$ cat config.mk
export PLATFORM = sky130hd
export DESIGN_NAME = tab_response_line_parser
export DESIGN_NICKNAME = d
export VERILOG_FILES = /design/src/rtl/trlp_pkg.sv /design/src/rtl/trlp_front.sv /design/src/rtl/trlp_queue.sv /design/src/rtl/trlp_back.sv /design/src/rtl/tab_response_line_parser.sv
export SDC_FILE = /design/constraint.sdc
export NUM_CORES = 1
export LEC_CHECK = 0
export ABC_AREA = 1
export BUFFER_PORTS_ARGS = -buffer_cell sky130_fd_sc_hd__buf_2
export CAP_MARGIN = 0
export CORE_MARGIN = 5
export CORE_UTILIZATION = 40
export DETAILED_ROUTE_END_ITERATION = 16
export PLACE_DENSITY = 0.64
export SLEW_MARGIN = 20
export SYNTH_ARGS = -nofsm -noshare
export SYNTH_HDL_FRONTEND = slang
export SYNTH_SLANG_ARGS = --single-unit
$ cat constraint.sdc
create_clock -name clock -period 10.75 [get_ports clock]
set_clock_uncertainty 0.15 [all_clocks]
set_input_delay 1.075 -clock clock [delete_from_list [all_inputs] [get_ports clock]]
set_output_delay 1.075 -clock clock [all_outputs]
set_load 0.05 [all_outputs]
$ cat src/rtl/trlp_pkg.sv
package trlp_pkg;

   localparam int COMMAND_CHARS = 8;
   localparam int PEND_MAX      = 16;
   localparam int PEND_W        = $clog2(PEND_MAX + 1);
   localparam int PIDX_W        = (PEND_MAX > 1) ? $clog2(PEND_MAX) : 1;
   localparam int CPOS_W        = $clog2(COMMAND_CHARS);

   localparam logic [7:0] CH_TAB = 8'h09;
   localparam logic [7:0] CH_LF  = 8'h0a;
   localparam logic [7:0] CH_CR  = 8'h0d;
   localparam logic [7:0] CH_C   = 8'h43;
   localparam logic [7:0] CH_E   = 8'h45;
   localparam logic [7:0] CH_W   = 8'h57;
   localparam logic [7:0] CH_0   = 8'h30;
   localparam logic [7:0] CH_9   = 8'h39;
   localparam logic [23:0] SYS_TEXT = 24'h535953;

   localparam logic [0:0] CSR_EXP_CMD = 1'b0;
   localparam logic [0:0] CSR_EXP_LEN = 1'b1;

   localparam logic [1:0] KIND_INVALID = 2'd0;
   localparam logic [1:0] KIND_NORMAL  = 2'd1;
   localparam logic [1:0] KIND_ERROR   = 2'd2;
   localparam logic [1:0] KIND_WARNING = 2'd3;

   localparam logic [1:0] NS_WS     = 2'd0;
   localparam logic [1:0] NS_SIGN   = 2'd1;
   localparam logic [1:0] NS_DIGITS = 2'd2;
   localparam logic [1:0] NS_BAD    = 2'd3;

   typedef struct packed {
      logic [7:0] line_byte;
      logic       line_end;
   } req_type;

   typedef struct packed {
      logic [1:0]  kind;
      logic        system_event;
      logic [63:0] command_text;
      logic [7:0]  command_length;
      logic [7:0]  field_count;
      logic        code_valid;
      logic signed [31:0] code;
      logic        command_matches;
   } rsp_type;

   // one character handed from front to back
   typedef struct packed {
      logic [7:0] ch;
      logic       fin;
      logic       ovf;
   } op_type;

endpackage

$ cat src/rtl/trlp_front.sv
module trlp_front (
   input  logic              clock,
   input  logic              reset,
   input  logic              req_valid,
   output logic              req_stall,
   input  trlp_pkg::req_type req_data,
   output logic              op_valid,
   input  logic              op_full,
   output trlp_pkg::op_type  op_data
);
   logic [trlp_pkg::PEND_MAX-1:0] brk_ff, brk_in;
   logic [trlp_pkg::PEND_W-1:0]   cnt_ff, cnt_in;
   logic [trlp_pkg::PEND_W-1:0]   rp_ff, rp_in;
   logic                          ovf_ff, ovf_in;
   logic                          is_brk, replaying;

   assign is_brk    = (req_data.line_byte == trlp_pkg::CH_CR) ||
                      (req_data.line_byte == trlp_pkg::CH_LF);
   // held breaks replay one per cycle, queue permitting, ahead of the next plain byte
   assign replaying = req_valid && !is_brk && (rp_ff != cnt_ff);
   assign req_stall = op_full || replaying;

   always_comb begin
      brk_in   = brk_ff;
      cnt_in   = cnt_ff;
      rp_in    = rp_ff;
      ovf_in   = ovf_ff;
      op_valid = 1'b0;
      op_data  = '0;
      if (!op_full && req_valid) begin
         if (replaying) begin
            op_valid   = 1'b1;
            op_data.ch = brk_ff[rp_ff[trlp_pkg::PIDX_W-1:0]] ?
                         trlp_pkg::CH_LF : trlp_pkg::CH_CR;
            rp_in = rp_ff + 1'b1;
         end else if (is_brk) begin
            if (cnt_ff >= trlp_pkg::PEND_W'(trlp_pkg::PEND_MAX)) begin
               ovf_in = 1'b1;
            end else begin
               brk_in[cnt_ff[trlp_pkg::PIDX_W-1:0]] =
                  (req_data.line_byte == trlp_pkg::CH_LF);
               cnt_in = cnt_ff + 1'b1;
            end
            if (req_data.line_end) begin
               op_valid    = 1'b1;
               op_data.ch  = trlp_pkg::CH_CR;
               op_data.fin = 1'b1;
               op_data.ovf = ovf_in;
               op_data.ch  = 8'h00;
            end
         end else begin
            op_valid    = 1'b1;
            op_data.ch  = req_data.line_byte;
            cnt_in      = '0;
            rp_in       = '0;
            op_data.fin = req_data.line_end;
            op_data.ovf = ovf_ff;
         end
         if (req_data.line_end && !replaying) begin
            cnt_in = '0;
            rp_in  = '0;
            ovf_in = 1'b0;
         end
      end
   end

   // a break byte with the end mark carries no character: flagged by ch zero plus brk
   always_ff @(posedge clock) begin
      brk_ff <= brk_in;
      if (reset) begin
         cnt_ff <= '0;
         rp_ff  <= '0;
         ovf_ff <= 1'b0;
      end else begin
         cnt_ff <= cnt_in;
         rp_ff  <= rp_in;
         ovf_ff <= ovf_in;
      end
   end

   nobrk_overflow_a: assert property (@(posedge clock) disable iff (reset)
      cnt_ff <= trlp_pkg::PEND_W'(trlp_pkg::PEND_MAX))
      else $error("break count beyond store");
   rp_bound_a: assert property (@(posedge clock) disable iff (reset)
      rp_ff <= cnt_ff)
      else $error("replay pointer past count");
   replay_stall_a: assert property (@(posedge clock) disable iff (reset)
      replaying |-> req_stall)
      else $error("byte taken during replay");
endmodule

$ cat src/rtl/trlp_queue.sv
module trlp_queue (
   input  logic             clock,
   input  logic             reset,
   input  logic             in_valid,
   input  logic             in_brk,
   input  trlp_pkg::op_type in_data,
   output logic             full,
   output logic             out_valid,
   output logic             out_brk,
   input  logic             out_take,
   output trlp_pkg::op_type out_data
);
   trlp_pkg::op_type  mem_ff [2];
   logic [1:0]        brk_ff;
   logic [1:0]        wp_ff, rp_ff;
   logic              wr, rd;

   assign full      = (wp_ff - rp_ff) == 2'd2;
   assign out_valid = wp_ff != rp_ff;
   assign out_data  = mem_ff[rp_ff[0]];
   assign out_brk   = brk_ff[rp_ff[0]];
   assign wr        = in_valid && !full;
   assign rd        = out_valid && out_take;

   always_ff @(posedge clock) begin
      if (wr) begin
         mem_ff[wp_ff[0]] <= in_data;
         brk_ff[wp_ff[0]] <= in_brk;
      end
      if (reset) begin
         wp_ff <= '0;
         rp_ff <= '0;
      end else begin
         if (wr) wp_ff <= wp_ff + 2'd1;
         if (rd) rp_ff <= rp_ff + 2'd1;
      end
   end

   level_a: assert property (@(posedge clock) disable iff (reset)
      (wp_ff - rp_ff) <= 2'd2) else $error("queue level out of range");
endmodule

$ cat src/rtl/trlp_back.sv
module trlp_back (
   input  logic              clock,
   input  logic              reset,
   input  logic [63:0]       exp_cmd,
   input  logic [3:0]        exp_len,
   input  logic              op_valid,
   input  logic              op_brk,
   input  trlp_pkg::op_type  op_data,
   output logic              op_take,
   output logic              rsp_valid,
   input  logic              rsp_stall,
   output trlp_pkg::rsp_type rsp_data
);
   logic [1:0]  ph_ff;
   logic [7:0]  ftc_ff;
   logic [1:0]  ftl_ff;
   logic [63:0] cbuf_ff;
   logic [7:0]  ccnt_ff;
   logic        pre_ff, suf_ff, sys_ff;
   logic [7:0]  fld_ff;
   logic [63:0] acc_ff;
   logic [1:0]  nph_ff;
   logic        neg_ff, novf_ff;
   logic        rv_ff;
   trlp_pkg::rsp_type rsp_ff;

   logic [7:0]  c;
   logic [3:0]  el;
   logic        dig, ws, go;
   logic [63:0] lim, acc10;
   logic [67:0] prod;
   logic [1:0]  ph_n, ftl_n;
   logic [7:0]  ftc_n, ccnt_n, fld_n;
   logic [63:0] cbuf_n, acc_n;
   logic        pre_n, suf_n, sys_n, neg_n, novf_n;
   logic [1:0]  nph_n;
   logic [1:0]  kd;
   logic        sy;
   logic [63:0] v;
   trlp_pkg::rsp_type r;

   assign c    = op_data.ch;
   assign el   = (exp_len > 4'd8) ? 4'd8 : exp_len;
   assign dig  = (c >= trlp_pkg::CH_0) && (c <= trlp_pkg::CH_9);
   assign ws   = (c == 8'h20) || ((c >= 8'h09) && (c <= 8'h0d));
   assign go   = op_valid && !(rv_ff && rsp_stall);
   assign op_take = go;
   assign lim  = neg_ff ? 64'h8000_0000_0000_0000 : 64'h7fff_ffff_ffff_ffff;
   assign prod = {4'd0, acc_ff} * 68'd10 + 68'(c - trlp_pkg::CH_0);
   assign acc10 = prod[63:0];

   always_comb begin
      ph_n = ph_ff; ftc_n = ftc_ff; ftl_n = ftl_ff; cbuf_n = cbuf_ff;
      ccnt_n = ccnt_ff; pre_n = pre_ff; suf_n = suf_ff; sys_n = sys_ff;
      fld_n = fld_ff; acc_n = acc_ff; nph_n = nph_ff; neg_n = neg_ff;
      novf_n = novf_ff;
      if (!op_brk) begin
         if (ph_ff == 2'd0) begin
            if (c == trlp_pkg::CH_TAB) ph_n = 2'd1;
            else begin
               if (ftl_ff == 2'd0) ftc_n = c;
               if (ftl_ff != 2'd2) ftl_n = ftl_ff + 2'd1;
            end
         end else if (ph_ff == 2'd1) begin
            if (c == trlp_pkg::CH_TAB) begin
               ph_n = 2'd2; fld_n = 8'd1;
               acc_n = '0; nph_n = trlp_pkg::NS_WS; neg_n = 1'b0; novf_n = 1'b0;
            end else begin
               if (ccnt_ff < 8'(trlp_pkg::COMMAND_CHARS))
                  cbuf_n[8*ccnt_ff[trlp_pkg::CPOS_W-1:0] +: 8] = c;
               if (ccnt_ff < {4'd0, el}) begin
                  if (exp_cmd[8*ccnt_ff[2:0] +: 8] != c) pre_n = 1'b0;
               end else if (!dig) suf_n = 1'b0;
               if (ccnt_ff < 8'd3) begin
                  if (trlp_pkg::SYS_TEXT[8*(2-ccnt_ff[1:0]) +: 8] != c) sys_n = 1'b0;
               end else sys_n = 1'b0;
               if (ccnt_ff != 8'd255) ccnt_n = ccnt_ff + 8'd1;
            end
         end else begin
            if (c == trlp_pkg::CH_TAB) begin
               if (fld_ff != 8'd255) fld_n = fld_ff + 8'd1;
               acc_n = '0; nph_n = trlp_pkg::NS_WS; neg_n = 1'b0; novf_n = 1'b0;
            end else if (nph_ff == trlp_pkg::NS_BAD) begin
            end else if (nph_ff == trlp_pkg::NS_WS && ws) begin
            end else if (nph_ff == trlp_pkg::NS_WS && (c == 8'h2b || c == 8'h2d)) begin
               nph_n = trlp_pkg::NS_SIGN; neg_n = (c == 8'h2d);
            end else if (!dig) nph_n = trlp_pkg::NS_BAD;
            else begin
               nph_n = trlp_pkg::NS_DIGITS;
               if (!novf_ff) begin
                  if (prod[67:64] != 4'd0 || acc10 > lim) novf_n = 1'b1;
                  else acc_n = acc10;
               end
            end
         end
      end
      kd = trlp_pkg::KIND_INVALID;
      if (ph_n != 2'd0 && ftl_n == 2'd1 && !op_data.ovf) begin
         unique case (ftc_n)
            trlp_pkg::CH_C: kd = trlp_pkg::KIND_NORMAL;
            trlp_pkg::CH_E: kd = trlp_pkg::KIND_ERROR;
            trlp_pkg::CH_W: kd = trlp_pkg::KIND_WARNING;
            default:        kd = trlp_pkg::KIND_INVALID;
         endcase
      end
      sy = sys_n && ccnt_n == 8'd3;
      v  = neg_n ? (64'd0 - acc_n) : acc_n;
      r  = '0;
      if (kd != trlp_pkg::KIND_INVALID) begin
         r.kind = kd; r.system_event = sy; r.command_text = cbuf_n;
         r.command_length = ccnt_n; r.field_count = fld_n;
         if (kd[1] && fld_n != 8'd0 && nph_n == trlp_pkg::NS_DIGITS && !novf_n) begin
            r.code_valid = 1'b1; r.code = v[31:0];
         end
         r.command_matches = el != 4'd0 && !sy && pre_n && ccnt_n >= {4'd0, el} && suf_n;
      end
   end

   assign rsp_valid = rv_ff;
   assign rsp_data  = rsp_ff;

   always_ff @(posedge clock) begin
      if (go && op_data.fin) rsp_ff <= r;
      if (reset || (go && op_data.fin)) begin
         ph_ff <= '0; ftc_ff <= '0; ftl_ff <= '0; cbuf_ff <= '0; ccnt_ff <= '0;
         pre_ff <= 1'b1; suf_ff <= 1'b1; sys_ff <= 1'b1; fld_ff <= '0;
         acc_ff <= '0; nph_ff <= trlp_pkg::NS_WS; neg_ff <= 1'b0; novf_ff <= 1'b0;
      end else if (go) begin
         ph_ff <= ph_n; ftc_ff <= ftc_n; ftl_ff <= ftl_n; cbuf_ff <= cbuf_n;
         ccnt_ff <= ccnt_n; pre_ff <= pre_n; suf_ff <= suf_n; sys_ff <= sys_n;
         fld_ff <= fld_n; acc_ff <= acc_n; nph_ff <= nph_n; neg_ff <= neg_n;
         novf_ff <= novf_n;
      end
      if (reset) rv_ff <= 1'b0;
      else if (go && op_data.fin) rv_ff <= 1'b1;
      else if (!rsp_stall) rv_ff <= 1'b0;
   end

   invalid_zero_a: assert property (@(posedge clock) disable iff (reset)
      rv_ff && rsp_ff.kind == trlp_pkg::KIND_INVALID |-> rsp_ff.field_count == 8'd0)
      else $error("invalid line with fields");
   code_kind_a: assert property (@(posedge clock) disable iff (reset)
      rv_ff && rsp_ff.code_valid |-> rsp_ff.kind[1])
      else $error("code on normal line");
   hold_a: assert property (@(posedge clock) disable iff (reset)
      rv_ff && rsp_stall |=> rv_ff)
      else $error("result dropped under stall");
endmodule

$ cat src/rtl/tab_response_line_parser.sv
// tab response line parser
// req_ channel: one line byte per transaction, line_end on the final byte.
// rsp_ channel: one result transaction per line, issued after the final byte.
// csr_ channel: index 0 expected command, index 1 expected length; write
//   only while no line is in flight.
// throughput: one byte per cycle while the queue is not full. cr/lf bytes
//   are held in a 16-entry flag store; when a plain byte follows a held
//   run, each held byte is replayed through the front end one per cycle,
//   and that byte waits until the held breaks are replayed. the result
//   passes through the two-entry queue and the back end output register.
// the back end parses one character per cycle unless its result is stalled;
//   its decimal multiply-by-ten and range compare sit on that single step.
// reset clears the line state, the queue and the result valid flag; the
//   expected command and length registers return to zero.
// when rsp_stall is high with a result pending, the result is held; the queue
//   fills and req_stall rises while the line state stays put.
module tab_response_line_parser (
   input  logic              clock,
   input  logic              reset,
   input  logic              req_valid,
   output logic              req_stall,
   input  trlp_pkg::req_type req_data,
   output logic              rsp_valid,
   input  logic              rsp_stall,
   output trlp_pkg::rsp_type rsp_data,
   input  logic              csr_valid,
   output logic              csr_ready,
   input  logic [0:0]        csr_index,
   input  logic [63:0]       csr_data
);
   logic [63:0] exp_cmd_ff;
   logic [3:0]  exp_len_ff;
   logic        f_valid, q_full, q_valid, q_brk, q_take, f_brk;
   trlp_pkg::op_type f_data, q_data;

   assign csr_ready = 1'b1;

   always_ff @(posedge clock) begin
      if (reset) begin
         exp_cmd_ff <= '0;
         exp_len_ff <= '0;
      end else if (csr_valid) begin
         unique case (csr_index)
            trlp_pkg::CSR_EXP_CMD: exp_cmd_ff <= csr_data;
            trlp_pkg::CSR_EXP_LEN: exp_len_ff <= csr_data[3:0];
            default: ;
         endcase
      end
   end

   // a trailing break carrying the end mark is sent as a no-character marker
   assign f_brk = ((req_data.line_byte == trlp_pkg::CH_CR) ||
                   (req_data.line_byte == trlp_pkg::CH_LF)) && f_data.fin;

   trlp_front u_front (
      .clock, .reset, .req_valid, .req_stall, .req_data,
      .op_valid(f_valid), .op_full(q_full), .op_data(f_data));

   trlp_queue u_queue (
      .clock, .reset, .in_valid(f_valid), .in_brk(f_brk), .in_data(f_data),
      .full(q_full), .out_valid(q_valid), .out_brk(q_brk), .out_take(q_take),
      .out_data(q_data));

   trlp_back u_back (
      .clock, .reset, .exp_cmd(exp_cmd_ff), .exp_len(exp_len_ff),
      .op_valid(q_valid), .op_brk(q_brk), .op_data(q_data), .op_take(q_take),
      .rsp_valid, .rsp_stall, .rsp_data);
endmodule
==> impl.org <==
** Logic synthesis
- Async set-or-reset flop fraction in the synthesized netlist :: 0%
- Commonest register cell after synthesis :: dfxtp_1
- In this run the mean area of a mapped cell was between 7 and 8 sq um.
- Summing the areas of all xor and xnor instances in the mapped netlist gives 4.11% of the synthesized area.
- Cell variety after synth :: 67
- The synthesized design contains between 400 and 500 register bits.
- Counting flops with a built-in enable in the synthesized netlist gives approximately 160.
- Summing the areas of all compound-gate instances in the mapped netlist gives between 10% and 20% of the synthesized area.
- After synthesis, the largest family of logic cells by area is simple AND/OR/NAND/NOR gates.
- Combined area of all synthesized cells :: between 0.02 and 0.03 sq mm
- Area share of and/or/nand/nor cells after synthesis :: between 20% and 30%
- Post-synthesis mux area share :: 0.202%
- In the synthesized netlist, the number of instances is around 4.2k.
- Adder-cell share of the synthesized area :: 11.9%
- Post-synthesis sequential area ratio :: 32.3%
- Post-Syn Nets :: about 4.6k
- Number of warning messages in the yosys log :: 0

** Routing
- The final route contains about 28k vias.
- Final antenna-violating net count :: 0
- For this block, the initial DRC count from the detailed router was 2016.
- Residual DRC :: 0
- Number of optimization iterations in the first detailed-route pass :: 5
- The final layout contains routed wiring with a total length of 89600 um.
- After detailed routing, the number of vias per cell comes to around 5.2.
- Average detailed-routed wire length per instance :: ~17 um

** Power
- The internal power of the cells totals slightly below 0.005 W.
- Relative contribution of the clock network to total power :: approximately 15%
- For this design the static power due to leakage is 16.2 nW.
- Combinational Power Share :: 61.9%
- VDD sags by at most ~0.21 mV.
- Psw :: between 0.005 and 0.006 W
- Sequential fraction of design power :: between 20 and 25%
- Switching Share :: 52.7%
- Power spread over the standard cell area amounts to about 310 mW/mm^2.
- Total power for the finished layout comes to 0.0103 W.

** Worst setup path
- Worst EP required :: 10930 ps
- Setup crit start kind :: flop
- Crit path top cell by count :: nand2_1
- FF-to-FF setup slack :: roughly 1100 ps
- Along the worst path, the maximum fanout reaches 16.
- Reg-to-Reg End :: u_back.rsp_data[29]
- Among all stages on the critical path, the largest delay is contributed by dfxtp_1.
- Crit path arrival time :: 9830 ps
- Crit Path Category :: reg -> reg
- In this design, the stage delay of the slowest critical-path cell is 430 ps.
- Launch instance of the worst register-to-register path :: u_back.acc_ff[1]
- Worst-case reg-to-reg path depth :: 54
- Endpoint kind of the worst setup timing path :: flop

** Final layout
- Post-route core utilization :: ~45%
- Number of antenna repair diodes :: 0
- After filler insertion, the fill cell instance count of the layout stands at 7710.
- Area of combinational cells with multiple inputs :: approximately 0.018 sq mm
- Area occupied by registers :: around 0.0096 sq mm
- For this run, the post-layout net count is 4732.
- The library cells used most frequently in the layout, excluding fill and tap cells, are nand2_1 (876), nor2_1 (535), inv_1 (528), a21oi_1 (383), o21ai_0 (377).
- Leaving out fill and tap cells, the most frequent cell in the layout is nand2_1.
- The post-route netlist has under 10% of its cells at a drive strength greater than 1.
- Compared with the post-synthesis result, the final layout area differs by 11.5%.

** CTS
- Counting the buffers created by CTS gives 47.
- Post-CTS setup-driven buffer insertion count :: 0
- The cell sitting at the root of the clock tree is a clkbuf_16.
- Clock sink count :: between 400 and 500
- The number of hold buffers added after CTS was 0.
- Clock network latency to the later pin of the worst-skew pair :: approximately 620 ps
- H-tree levels :: 2
- The clock passes through at most 3 buffers.
- TritonCTS built the clock tree.
- Clock-pin slew was measured on the worst setup and hold paths at 70 ps.

** Hold path
- For hold timing, the worst endpoint is exp_cmd_ff[28].
- The worst hold path passes through 2 cells.
- Hold path startpoint :: exp_cmd_ff[28]
- Type of the most critical hold path :: reg -> reg

** Placement
- Number of buffer cells added on primary ports :: approximately 200
- The congestion estimate from routability-driven global placement came to around 0.97.
- The HPWL after detailed placement is ~70000 um.
- DP Worst Slack :: ~1000 ps

** GRT
- Global-route wire length before repair :: between 100000 and 150000 um
- Maximum number of pins on one net before global-route repair :: approximately 110
- The via count of the first global-routing pass was approximately 26k.
- Remaining global-route overflow :: 0
- The initial antenna violation count was 2.
- GRT Util Overall :: a little over a fifth

** Die
- The core region is 0.0742 sq mm.
- Number of top-level pins :: 199
- The initial utilization of the core area, before any placement, comes to roughly 40%.
- The die is between 200 and 300 um tall.
- The die is approximately 280 um wide.
- Die footprint :: 0.0801 sq mm
- Number of placement rows :: 100

** STA
- Post-route fraction of the period consumed by the critical path :: between 80% and 90%
- Setup repair after global routing left no endpoint under its margin.
- Setup slack after layout :: roughly 1100 ps
- The worst path needs about 9700 ps of the cycle, external delays included.
- Worst relative slew slack :: 25.8%
- Count of final max-slew check failures :: 0
- Final Hold Fails :: 0
- At the pin with the least slew margin, the transition time is approximately 1100 ps.
- Timing would allow up to between 100 and 150 MHz.
- Total negative setup slack :: 0 ps
- Setup violations remaining at the end of the flow were counted as 0.

** Status
- The run finished with clean final reports.

** Job
- Max-cap violations in this run came to 0.
[Yosys cell counts, types with 41 or more instances]
master      n  area [sq um]
nand2_1   878          3300
nor2_1    538          2020
inv_1     531          1990
a21oi_1   384          1920
o21ai_0   377          1890
ha_1      280          3500
dfxtp_1   248          4960
edfxtp_1  155          4650
nand3_1   114           571
clkbuf_1  102           383
xor2_1     90           788
o211ai_1   64           480
xnor2_1    50           438
nand2_2    42           263
nor3_1     41           205
[final cells by class]
class | instances | share of cell area [%]
Multi-Input combinational cell | 3145 | 53.0
Sequential cell | 403 | 29.0
Tap cell | 969 | 3.65
Inverter | 555 | 6.30
Timing Repair Buffer | 219 | 3.46
Clock buffer | 67 | 3.98
Clock inverter | 21 | 0.655
[worst max path at each step]
stage / end / from / cells after the start / slack (ps)
floorplan: u_back.rsp_data[29] / flop / 50 / 1740
global placement: u_back.rsp_data[29] / u_back.acc_ff[1] / 54 / 1230
detailed placement: u_back.rsp_data[29] / u_back.acc_ff[1] / 54 / 1030
CTS: u_back.rsp_data[29] / u_back.acc_ff[1] / 54 / 970
global route: u_back.rsp_data[29] / u_back.acc_ff[1] / 54 / 10
finish: u_back.rsp_data[29] / u_back.acc_ff[1] / 54 / 1100
[power by group through the flow]
| stage | clock network (W) | registers (W) | logic (W) |
|---|---|---|---|
| after CTS | 0.00162 | 0.00235 | 0.00638 |
| after global placement | 0 | 0.00237 | 0.00627 |
| after detailed placement | 0 | 0.00238 | 0.00635 |
| final | 0.00159 | 0.00235 | 0.00640 |
| after floorplan | 0 | 0.00282 | 0.00434 |
| after global routing | 0.00169 | 0.00240 | 0.00720 |
[routing by layer]
metal / vias to the layer above / GRT usage (%) / share of wire [%]
met2: 646 / 36.6 / 47
met4: 0 / 4.67 / 2.0
met3: 96 / 2.60 / 5.0
li1: 14300 / - / -
met1: 12800 / 29.3 / 46
met5: - / 0 / 0
[cells by family after synthesis]
kind of cell / after synthesis
other cells: 1
xor+xnor: 140
simple gates: 1736
flops: 403
fa+ha+maj: 282
mux: 6
compound gates: 979
buf+inv: 680
[state kept, by name, indices dropped and copies added, names as in the netlist, 2 cells and up, named ones only]
| name | cells |
|---|---|
| u_back.rsp_data | 117 |
| u_back.ftc_ff | 8 |
| u_back.acc_ff | 64 |
| u_queue.rp_ff | 2 |
| exp_len_ff | 4 |
| u_back.cbuf_ff | 64 |
| u_queue.wp_ff | 2 |
| u_front.rp_ff | 5 |
| u_front.brk_ff | 16 |
| u_back.ftl_ff | 2 |
| exp_cmd_ff | 64 |
| u_queue.brk_ff | 2 |
| u_back.ph_ff | 2 |
| u_back.ccnt_ff | 8 |
| u_queue.mem_ff | 20 |
| u_front.cnt_ff | 5 |
| u_back.nph_ff | 2 |
| u_back.fld_ff | 8 |
[metrics by stage]
stage	hold WS, ps	cells	instance area, sq um
final	304	5379	33200
after floorplan	274	4227	29800
after detailed placement	294	5290	31700
after CTS	304	5378	33200
after global routing	320	5379	33200
after global placement	285	5290	31700
[repair_timing]
action,in CTS,in global routing
endpoints found under the hold margin,0,0
setup endpoints to repair,0,11
gates resized for setup,0,1
[critical path: cells and delay by family, from the launching register on]
family                     cells  cell delay (ps)
and+or+nand+nor               28             3360
adders and majority gates      6             1710
AOI/OAI and AO/OA             13             2880
DFF                            1              430
buffers and inverters          5              400
xor gates and xnor gates       2              410
Power figures use the tool's default switching activity.
